[src/hdl/lfsa_pkg.sv]
// Shared types and constants for the lattice fit scorer.
// Used by lfsa_mul, lfsa_ctrl and lattice_fit_score_assign; depends on nothing.
package lfsa_pkg;

    localparam int ENTRY_BITS = 21;
    localparam int FRAC_BITS  = 38;
    localparam int MUL_W      = 33;
    localparam int PROD_W     = 2 * MUL_W;
    localparam int ROW_BITS   = 3 * ENTRY_BITS;
    localparam int CFG_W      = ROW_BITS;
    localparam int STEP_W     = 4;

    // Last step of the multiply sequence.
    localparam logic [STEP_W-1:0] STEP_LAST = 4'd12;

    // Label pattern for an unassigned vector.
    localparam logic [15:0] LABEL_NONE = 16'hFFFF;

    // Configuration register indexes.
    typedef enum logic [2:0] {
        REG_ROW_ZERO  = 3'd0,
        REG_ROW_ONE   = 3'd1,
        REG_ROW_TWO   = 3'd2,
        REG_TOLERANCE = 3'd3,
        REG_LABEL     = 3'd4
    } lfsa_reg_t;

    typedef enum logic [1:0] {
        ST_IDLE,
        ST_RUN,
        ST_DONE
    } lfsa_state_t;

    typedef struct packed {
        logic signed [31:0] vec_x;
        logic signed [31:0] vec_y;
        logic signed [31:0] vec_z;
        logic [31:0]        prior_error;
        logic signed [15:0] prior_label;
        logic               last_item;
    } lfsa_in_t;

    typedef struct packed {
        logic signed [15:0] new_label;
        logic [31:0]        new_error;
        logic               matched;
        logic [23:0]        match_total;
    } lfsa_out_t;

    // Per-cycle control from the sequencer to the datapath.
    typedef struct packed {
        logic [1:0] mul_row;
        logic [1:0] mul_col;
        logic       mul_sq;
        logic [1:0] sq_idx;
        logic       h_start;
        logic       h_add;
        logic       t_load;
        logic [1:0] t_idx;
        logic       e_start;
        logic       e_add;
        logic       finish;
    } lfsa_ctrl_t;

endpackage

[src/hdl/lattice_fit_score_assign.sv]
// Lattice fit scorer: each accepted input beat takes twelve passes through the single shared
// multiplier plus accumulate slots before out_valid. A new beat is accepted only while the
// sequencer is idle, after the previous item has moved to the output register; a
// stalled output holds the next item in its final step until the slot frees.
// Reset clears all configuration registers, the match counter and the handshake state.
// Depends on lfsa_pkg, lfsa_mul and lfsa_ctrl.
module lattice_fit_score_assign
#(
    parameter int COUNT_BITS = 24
)
(
    input  logic                          clk,
    input  logic                          rst_n,
    input  logic                          in_valid,
    output logic                          in_ready,
    input  lfsa_pkg::lfsa_in_t            in_data,
    output logic                          out_valid,
    input  logic                          out_ready,
    output lfsa_pkg::lfsa_out_t           out_data,
    input  logic                          cfg_we,
    input  logic [2:0]                    cfg_index,
    input  logic [lfsa_pkg::CFG_W-1:0]    cfg_data
);

    localparam int EB = lfsa_pkg::ENTRY_BITS;
    localparam int FB = lfsa_pkg::FRAC_BITS;
    localparam int MW = lfsa_pkg::MUL_W;
    localparam int PW = lfsa_pkg::PROD_W;

    // Configuration registers.
    logic [lfsa_pkg::ROW_BITS-1:0] row_reg [3];
    logic [31:0]                   tol_reg;
    logic [14:0]                   label_reg;

    always_ff @(posedge clk or negedge rst_n)
    begin
        if (!rst_n)
        begin
            row_reg[0] <= '0;
            row_reg[1] <= '0;
            row_reg[2] <= '0;
            tol_reg    <= '0;
            label_reg  <= '0;
        end
        else if (cfg_we)
        begin
            case (cfg_index)
                lfsa_pkg::REG_ROW_ZERO:  row_reg[0] <= cfg_data;
                lfsa_pkg::REG_ROW_ONE:   row_reg[1] <= cfg_data;
                lfsa_pkg::REG_ROW_TWO:   row_reg[2] <= cfg_data;
                lfsa_pkg::REG_TOLERANCE: tol_reg    <= cfg_data[31:0];
                lfsa_pkg::REG_LABEL:     label_reg  <= cfg_data[14:0];
                default:                 tol_reg    <= tol_reg;
            endcase
        end
    end

    // Sequencer.
    lfsa_pkg::lfsa_ctrl_t ctrl;
    logic                 in_acc;
    logic                 out_free;
    logic                 out_valid_reg;

    assign in_acc   = in_valid && in_ready;
    assign out_free = !out_valid_reg || out_ready;

    lfsa_ctrl u_ctrl
    (
        .clk      (clk),
        .rst_n    (rst_n),
        .start    (in_acc),
        .out_free (out_free),
        .ready    (in_ready),
        .ctrl     (ctrl)
    );

    // Input beat is held for the whole computation.
    lfsa_pkg::lfsa_in_t item_reg;

    always_ff @(posedge clk)
    begin
        if (in_acc)
        begin
            item_reg <= in_data;
        end
    end

    // Operand selection for the shared multiplier.
    logic [31:0]               t_reg [3];
    logic [lfsa_pkg::ROW_BITS-1:0] row_sel;
    logic signed [EB-1:0]      entry_sel;
    logic signed [31:0]        g_sel;
    logic signed [MW-1:0]      mul_a;
    logic signed [MW-1:0]      mul_b;
    logic signed [PW-1:0]      prod;

    always_comb
    begin
        case (ctrl.mul_row)
            2'd1:    row_sel = row_reg[1];
            2'd2:    row_sel = row_reg[2];
            default: row_sel = row_reg[0];
        endcase
        case (ctrl.mul_col)
            2'd1:
            begin
                entry_sel = row_sel[EB +: EB];
                g_sel     = item_reg.vec_y;
            end
            2'd2:
            begin
                entry_sel = row_sel[2*EB +: EB];
                g_sel     = item_reg.vec_z;
            end
            default:
            begin
                entry_sel = row_sel[0 +: EB];
                g_sel     = item_reg.vec_x;
            end
        endcase
        if (ctrl.mul_sq)
        begin
            mul_a = signed'({1'b0, t_reg[ctrl.sq_idx]});
            mul_b = signed'({1'b0, t_reg[ctrl.sq_idx]});
        end
        else
        begin
            mul_a = MW'(entry_sel);
            mul_b = MW'(g_sel);
        end
    end

    lfsa_mul u_mul
    (
        .clk  (clk),
        .a    (mul_a),
        .b    (mul_b),
        .prod (prod)
    );

    // Row accumulator: only the fractional 38 bits of the dot product matter.
    logic [FB-1:0] hacc_reg;
    logic [FB-1:0] hacc_next;

    always_comb
    begin
        hacc_next = hacc_reg;
        if (ctrl.h_start)
        begin
            hacc_next = prod[FB-1:0];
        end
        else if (ctrl.h_add)
        begin
            hacc_next = hacc_reg + prod[FB-1:0];
        end
    end

    always_ff @(posedge clk)
    begin
        hacc_reg <= hacc_next;
    end

    // Distance to the nearest integer, truncated to 32 fractional bits.
    logic [FB-1:0] half_dist;

    always_comb
    begin
        if (hacc_reg <= (FB'(1) << (FB - 1)))
        begin
            half_dist = hacc_reg;
        end
        else
        begin
            half_dist = ~hacc_reg + FB'(1);
        end
    end

    always_ff @(posedge clk)
    begin
        if (ctrl.t_load)
        begin
            t_reg[ctrl.t_idx] <= half_dist[FB-1:FB-32];
        end
    end

    // Error accumulator over the three squares, scaled 2^64.
    logic [63:0] eacc_reg;
    logic [63:0] eacc_next;

    always_comb
    begin
        eacc_next = eacc_reg;
        if (ctrl.e_start)
        begin
            eacc_next = prod[63:0];
        end
        else if (ctrl.e_add)
        begin
            eacc_next = eacc_reg + prod[63:0];
        end
    end

    always_ff @(posedge clk)
    begin
        eacc_reg <= eacc_next;
    end

    // Decision, label update and match count.
    logic [31:0]            err;
    logic                   hit;
    logic [COUNT_BITS-1:0]  cnt_reg;
    logic [COUNT_BITS-1:0]  cnt_after;
    logic [COUNT_BITS-1:0]  cnt_next;
    logic [COUNT_BITS+23:0] cnt_wide;
    lfsa_pkg::lfsa_out_t    result;

    always_comb
    begin
        err       = eacc_reg[63:32];
        hit       = (err < tol_reg) && (err < item_reg.prior_error);
        cnt_after = cnt_reg;
        if (hit && (cnt_reg != '1))
        begin
            cnt_after = cnt_reg + 1'b1;
        end
        cnt_next = item_reg.last_item ? '0 : cnt_after;
        cnt_wide = (COUNT_BITS + 24)'(cnt_after);

        result.new_label   = item_reg.prior_label;
        result.new_error   = item_reg.prior_error;
        result.matched     = hit;
        result.match_total = cnt_wide[23:0];
        if (hit)
        begin
            result.new_label = signed'({1'b0, label_reg});
            result.new_error = err;
        end
        else if (item_reg.prior_label == signed'({1'b0, label_reg}))
        begin
            result.new_label = signed'(lfsa_pkg::LABEL_NONE);
        end
    end

    always_ff @(posedge clk or negedge rst_n)
    begin
        if (!rst_n)
        begin
            cnt_reg <= '0;
        end
        else if (ctrl.finish)
        begin
            cnt_reg <= cnt_next;
        end
    end

    // Output register.
    lfsa_pkg::lfsa_out_t out_reg;

    always_ff @(posedge clk or negedge rst_n)
    begin
        if (!rst_n)
        begin
            out_valid_reg <= 1'b0;
        end
        else if (ctrl.finish)
        begin
            out_valid_reg <= 1'b1;
        end
        else if (out_ready)
        begin
            out_valid_reg <= 1'b0;
        end
    end

    always_ff @(posedge clk)
    begin
        if (ctrl.finish)
        begin
            out_reg <= result;
        end
    end

    assign out_valid = out_valid_reg;
    assign out_data  = out_reg;

`ifndef SYNTH
    // A new beat is never taken back to back with the previous one.
    a_no_back_to_back: assert property (@(posedge clk) disable iff (!rst_n)
        in_acc |=> !in_ready)
        else $error("input accepted while an item is in progress");

    // A result appears only from the sequencer's finish step.
    a_out_from_finish: assert property (@(posedge clk) disable iff (!rst_n)
        $rose(out_valid) |-> $past(ctrl.finish))
        else $error("output valid without a finished item");

    // A matched result always carries a real label.
    a_match_label: assert property (@(posedge clk) disable iff (!rst_n)
        (out_valid && out_data.matched) |-> !out_data.new_label[15])
        else $error("matched result with unassigned label");

    // The finish step never overwrites a result that is still waiting.
    a_no_overwrite: assert property (@(posedge clk) disable iff (!rst_n)
        (out_valid && !out_ready) |-> !ctrl.finish)
        else $error("result overwritten before it was taken");
`endif

endmodule

[src/hdl/lfsa_mul.sv]
// Shared signed multiplier with a registered product.
// Depends on lfsa_pkg for operand and product widths.
module lfsa_mul
(
    input  logic                               clk,
    input  logic signed [lfsa_pkg::MUL_W-1:0]  a,
    input  logic signed [lfsa_pkg::MUL_W-1:0]  b,
    output logic signed [lfsa_pkg::PROD_W-1:0] prod
);

    logic signed [lfsa_pkg::PROD_W-1:0] prod_reg;

    // One product per cycle, registered before any accumulation.
    always_ff @(posedge clk)
    begin
        prod_reg <= a * b;
    end

    assign prod = prod_reg;

endmodule

[src/hdl/lfsa_ctrl.sv]
// Sequencer that steps the shared multiplier through nine matrix products
// and three squares per vector. Depends on lfsa_pkg for the state and control types.
module lfsa_ctrl
(
    input  logic                   clk,
    input  logic                   rst_n,
    input  logic                   start,
    input  logic                   out_free,
    output logic                   ready,
    output lfsa_pkg::lfsa_ctrl_t   ctrl
);

    lfsa_pkg::lfsa_state_t           state_reg;
    lfsa_pkg::lfsa_state_t           state_next;
    logic [lfsa_pkg::STEP_W-1:0]     step_reg;
    logic [lfsa_pkg::STEP_W-1:0]     step_next;

    // State and step registers.
    always_ff @(posedge clk or negedge rst_n)
    begin
        if (!rst_n)
        begin
            state_reg <= lfsa_pkg::ST_IDLE;
            step_reg  <= '0;
        end
        else
        begin
            state_reg <= state_next;
            step_reg  <= step_next;
        end
    end

    // Next state: run the fixed step sequence, then wait for a free output slot.
    always_comb
    begin
        state_next = state_reg;
        step_next  = step_reg;
        case (state_reg)
            lfsa_pkg::ST_IDLE:
            begin
                step_next = '0;
                if (start)
                begin
                    state_next = lfsa_pkg::ST_RUN;
                end
            end
            lfsa_pkg::ST_RUN:
            begin
                if (step_reg == lfsa_pkg::STEP_LAST)
                begin
                    state_next = lfsa_pkg::ST_DONE;
                    step_next  = '0;
                end
                else
                begin
                    step_next = step_reg + 1'b1;
                end
            end
            lfsa_pkg::ST_DONE:
            begin
                if (out_free)
                begin
                    state_next = lfsa_pkg::ST_IDLE;
                end
            end
            default:
            begin
                state_next = lfsa_pkg::ST_IDLE;
                step_next  = '0;
            end
        endcase
    end

    // Outputs: decode the step into operand selects and accumulator strobes.
    always_comb
    begin
        ctrl        = '0;
        ready       = (state_reg == lfsa_pkg::ST_IDLE);
        ctrl.finish = (state_reg == lfsa_pkg::ST_DONE) && out_free;
        if (state_reg == lfsa_pkg::ST_RUN)
        begin
            // Multiplier issue: matrix products, then the three squares.
            case (step_reg)
                4'd0:    begin ctrl.mul_row = 2'd0; ctrl.mul_col = 2'd0; end
                4'd1:    begin ctrl.mul_row = 2'd0; ctrl.mul_col = 2'd1; end
                4'd2:    begin ctrl.mul_row = 2'd0; ctrl.mul_col = 2'd2; end
                4'd3:    begin ctrl.mul_row = 2'd1; ctrl.mul_col = 2'd0; end
                4'd4:    begin ctrl.mul_row = 2'd1; ctrl.mul_col = 2'd1; end
                4'd5:    begin ctrl.mul_row = 2'd1; ctrl.mul_col = 2'd2; end
                4'd6:    begin ctrl.mul_row = 2'd2; ctrl.mul_col = 2'd0; end
                4'd7:    begin ctrl.mul_row = 2'd2; ctrl.mul_col = 2'd1; end
                4'd8:    begin ctrl.mul_row = 2'd2; ctrl.mul_col = 2'd2; end
                4'd9:    begin ctrl.mul_sq = 1'b1; ctrl.sq_idx = 2'd0; end
                4'd10:   begin ctrl.mul_sq = 1'b1; ctrl.sq_idx = 2'd1; end
                4'd11:   begin ctrl.mul_sq = 1'b1; ctrl.sq_idx = 2'd2; end
                default: begin ctrl.mul_sq = 1'b0; end
            endcase

            // Row accumulator sees each product in the cycle after its issue.
            case (step_reg) inside
                4'd1, 4'd4, 4'd7:             ctrl.h_start = 1'b1;
                4'd2, 4'd3, 4'd5, 4'd6, 4'd8, 4'd9: ctrl.h_add = 1'b1;
                default:                      ctrl.h_add = 1'b0;
            endcase

            // Fold a finished row into its truncated remainder.
            case (step_reg)
                4'd4:    begin ctrl.t_load = 1'b1; ctrl.t_idx = 2'd0; end
                4'd7:    begin ctrl.t_load = 1'b1; ctrl.t_idx = 2'd1; end
                4'd10:   begin ctrl.t_load = 1'b1; ctrl.t_idx = 2'd2; end
                default: begin ctrl.t_load = 1'b0; end
            endcase

            // Error accumulator takes the squares.
            case (step_reg) inside
                4'd10:        ctrl.e_start = 1'b1;
                4'd11, 4'd12: ctrl.e_add = 1'b1;
                default:      ctrl.e_add = 1'b0;
            endcase
        end
    end

endmodule

[config.mk]
export PLATFORM = sky130hd
export DESIGN_NAME = lattice_fit_score_assign
export DESIGN_NICKNAME = d
export VERILOG_FILES = /design/src/hdl/lfsa_pkg.sv /design/src/hdl/lattice_fit_score_assign.sv /design/src/hdl/lfsa_mul.sv /design/src/hdl/lfsa_ctrl.sv
export SDC_FILE = /design/constraint.sdc
export NUM_CORES = 2
export LEC_CHECK = 0
export CAP_MARGIN = 10
export CORE_MARGIN = 2
export CORE_UTILIZATION = 63
export CTS_CLUSTER_DIAMETER = 200
export DETAILED_ROUTE_END_ITERATION = 6
export DONT_BUFFER_PORTS = 1
export PLACE_DENSITY = 0.79
export SYNTH_ARGS = -nofsm -noshare
export SYNTH_HDL_FRONTEND = slang
export SYNTH_SLANG_ARGS = --single-unit
[constraint.sdc]
create_clock -name clk -period 14.8 [get_ports clk]
set_input_delay 0.74 -clock clk [delete_from_list [all_inputs] [get_ports clk]]
set_output_delay 0.74 -clock clk [all_outputs]
set_load 0.1 [all_outputs]
==> flow_metrics.tcl <==
set metrics [dict create \
    max_freq_ghz 0.0730 \
    r2r_end "u_mul.prod[61]" \
    final_nets 8945 \
    initial_utilization_pct 63.6 \
    final.setup.tns_ns 0 \
    largest_net_degree_at_the_start_of_global_routing 268 \
    status "completed" \
    routed_via_density 6.27 \
    synthesis.area_um2 74100 \
    vias_in_the_first_global_route 56600 \
    portBuffers 0 \
    setup_viol_count_final 0 \
    crit_path_end "u_mul.prod[61]" \
    filler_cell_count 8750 \
    crit_path_end_kind "flop" \
    post-place-cells 8659 \
    setup.worst_path.start "u_ctrl.step_reg[0]" \
    tritoncts_clock_tree "yes" \
    standard_cell_row_count 125 \
    hold_viol 0 \
    hpwl_um 174000 \
    largest_register_ff_count 189 \
    ctsLongestPathBuffers 3 \
    hold_slack_ns 0.0321 \
    synth_unique_cells 75 \
    dieWidth_um 347 \
    max_stage_delay_ns 1.00 \
    cts_h_tree_depth 3 \
    grt_first_pass_wirelength_um 342000 \
    placer_congestion 1.02 \
    critical_path.startpoint_type "flop" \
    ys_seq_area_share_pct 27.6 \
    fin_cells 8814 \
    place_worst_setup_slack_ns 1.50 \
    r2r.worst_path.cells 43 \
    drt_iter0_drc 6292 \
    cp.buffers_inverters 9 \
    netlist_top_cells_area "fa_1 (30%), edfxtp_1 (17%), dfrtp_1 (9.0%)" \
    finalCriticalPeriod_ns 13.71 \
    dr_wl_cell_um 25.3 \
    post_synth_inst_count 7386 \
    layout_common_cells "inv_1 (1212), fa_1 (1127), nand2_1 (879)" \
    drt_first_pass_iters 6 \
    cts_num_sinks 747 \
    core_region_area_um2 116000 \
    timing.final.ws_setup_ns 1.09 \
    cap_viol_max_count 0 \
    final-max-slew-violation-count 0 \
    cts.clk_slew.worst_paths_ns 0.06 \
    route.antenna.remaining_nets 0 \
    grt.overflow.total 0 \
    initial_antenna_violation_count 17 \
    per_instance_average_area_after_synthesis_um2 10.0 \
    synth.net_count 9112 \
    insertion_delay_ns 0.66 \
    yosysWarningCount 0 \
    post_cts.repair.setup_buffers 0 \
    routed_wl_um 223000 \
    critPathMaxFanout 49 \
    worst-endpoint-arrival_ns 14.28 \
    vias 55200 \
    synth_largest_area_cell "fa_1" \
    synth-async-reset-ratio_pct 35.7 \
    post_route_cells_drive_above_1_share_pct 7.87 \
    cp_top_family "adder cells" \
    cts_root_buf "clkbuf_16" \
    worst_slew_margin_rel_pct 13.7 \
    timing.critical_path.required_ns 15.37 \
    timing.setup.critical_path_class "flop to flop" \
    ios 291 \
    synth_flop_cell "edfxtp_1" \
    die_height_um 347 \
    hold_class "primary input to async pin" \
    drcViolationCount 0 \
    critPathSlowestCell "and2_0" \
    synth-seq-cells 747 \
    final_min_period_over_clock_period_pct 92.6 \
    clock-skew-final_ns 0.0349 \
    tritoncts.num_buffers 78 \
    area.growth.synth_to_final_pct 5.81 \
    max_slew.worst_pin.slew_ns 1.29 \
    synth_edf_count 416 \
    cpMostUsedCell "fa_1" \
    mostFrequentLayoutCell "inv_1" \
    grt_util_all_layers_pct 37.8 \
    netlist.area_leader.share_pct 30.5 \
    r2r_setup_slack_ns 1.09 \
    worst_r2r_startpoint "u_ctrl.step_reg[0]" \
    cp.depth 43 \
    rsz0062_at_grt "false" \
    die_area_um2 120000 \
]
what timing repair did:
item / CTS / global route
hold buffers: 1 / 0
gates resized for setup: 0 / 0
hold endpoints to repair: 267 / 0
Yosys cell counts, types with 27 or more instances:
cell	instances
a22oi_1	74
a21oi_1	321
clkbuf_1	325
o31ai_1	30
inv_1	1214
a22o_1	49
a21o_1	154
a31oi_1	28
nand4_1	39
nor2b_1	51
mux2_2	240
dfrtp_1	267
dfxtp_1	64
nand3_1	42
or2_2	32
o21ai_0	237
nor2_1	666
o21bai_1	27
a211oi_1	68
fa_1	1127
xnor2_1	145
and3_1	28
ha_1	383
nor3_1	38
and2_1	33
xor2_1	87
buf_1	41
nand2b_1	67
edfxtp_1	416
nand2_1	879
cells by family (layout without fill, tap and decap cells):
logic type	Yosys count	count (layout)	synth area share, %
adder cells (fa/ha/maj)	1510	1510	36.9
buffers and inverters	1580	1476	8.01
AND/OR/NAND/NOR	1937	1937	11.1
multiplexers	258	258	3.89
XOR/XNOR	232	232	2.74
AO/OA/AOI/OAI	1122	1122	9.65
flip-flops	747	747	27.6
other	0	8	0
area by class of cell:
cell class	count	area [um^2]	area share (%)
Multi-Input combinational cell	5059	47900	61.1
Sequential cell	747	20500	26.1
Inverter	1214	4560	5.82
Clock buffer	99	2150	2.75
Tap cell	1524	1910	2.43
Timing Repair Buffer	119	937	1.20
Clock inverter	44	432	0.551
Antenna cell	8	20.0	0.0255
how the worst min path moves through the flow:
| stage | start | end | slack [ns] |
|---|---|---|---|
| 2_1_floorplan | rst_n | cnt_reg[0] | 0.44 |
| 3_3_place_gp | rst_n | label_reg[2] | 0.46 |
| 3_5_place_dp | rst_n | cnt_reg[7] | 0.46 |
| 4_1_cts | in_data[83] | item_reg[83] | 0.15 |
| 5_1_grt | rst_n | cnt_reg[7] | 0.11 |
| 6_report | rst_n | cnt_reg[10] | 0.03 |
metrics by stage:
step           cell area, um^2  util [%]
5_1_grt                  78300      67.3
2_1_floorplan            74100         -
4_1_cts                  78300      67.3
3_5_place_dp             75700      65.0
6_report                 78400      67.3
3_3_place_gp             75700      65.0
worst register-to-register path, delay by kind of cell, from the launching register on:
kind / cells / cell delay [ns]
adders and majority gates: 11 / 5.54
AOI/OAI and AO/OA: 14 / 3.57
and+or+nand+nor: 8 / 2.29
buffers and inverters: 9 / 1.65
DFF: 1 / 0.41
xor gates and xnor gates: 1 / 0.14
per-layer routing:
metal / part of all wire (%) / GRT usage (%) / vias up
li1: - / - / 23300
met1: 37 / 50.2 / 27600
met2: 43 / 55.4 / 3574
met3: 14 / 12.9 / 735
met4: 6.3 / 19.2 / 18
met5: 0.088 / 0.600 / -
Power is left out: the tool's default activity adds up to more than one toggle a clock period on the data nets, which glitch-free logic cannot reach.
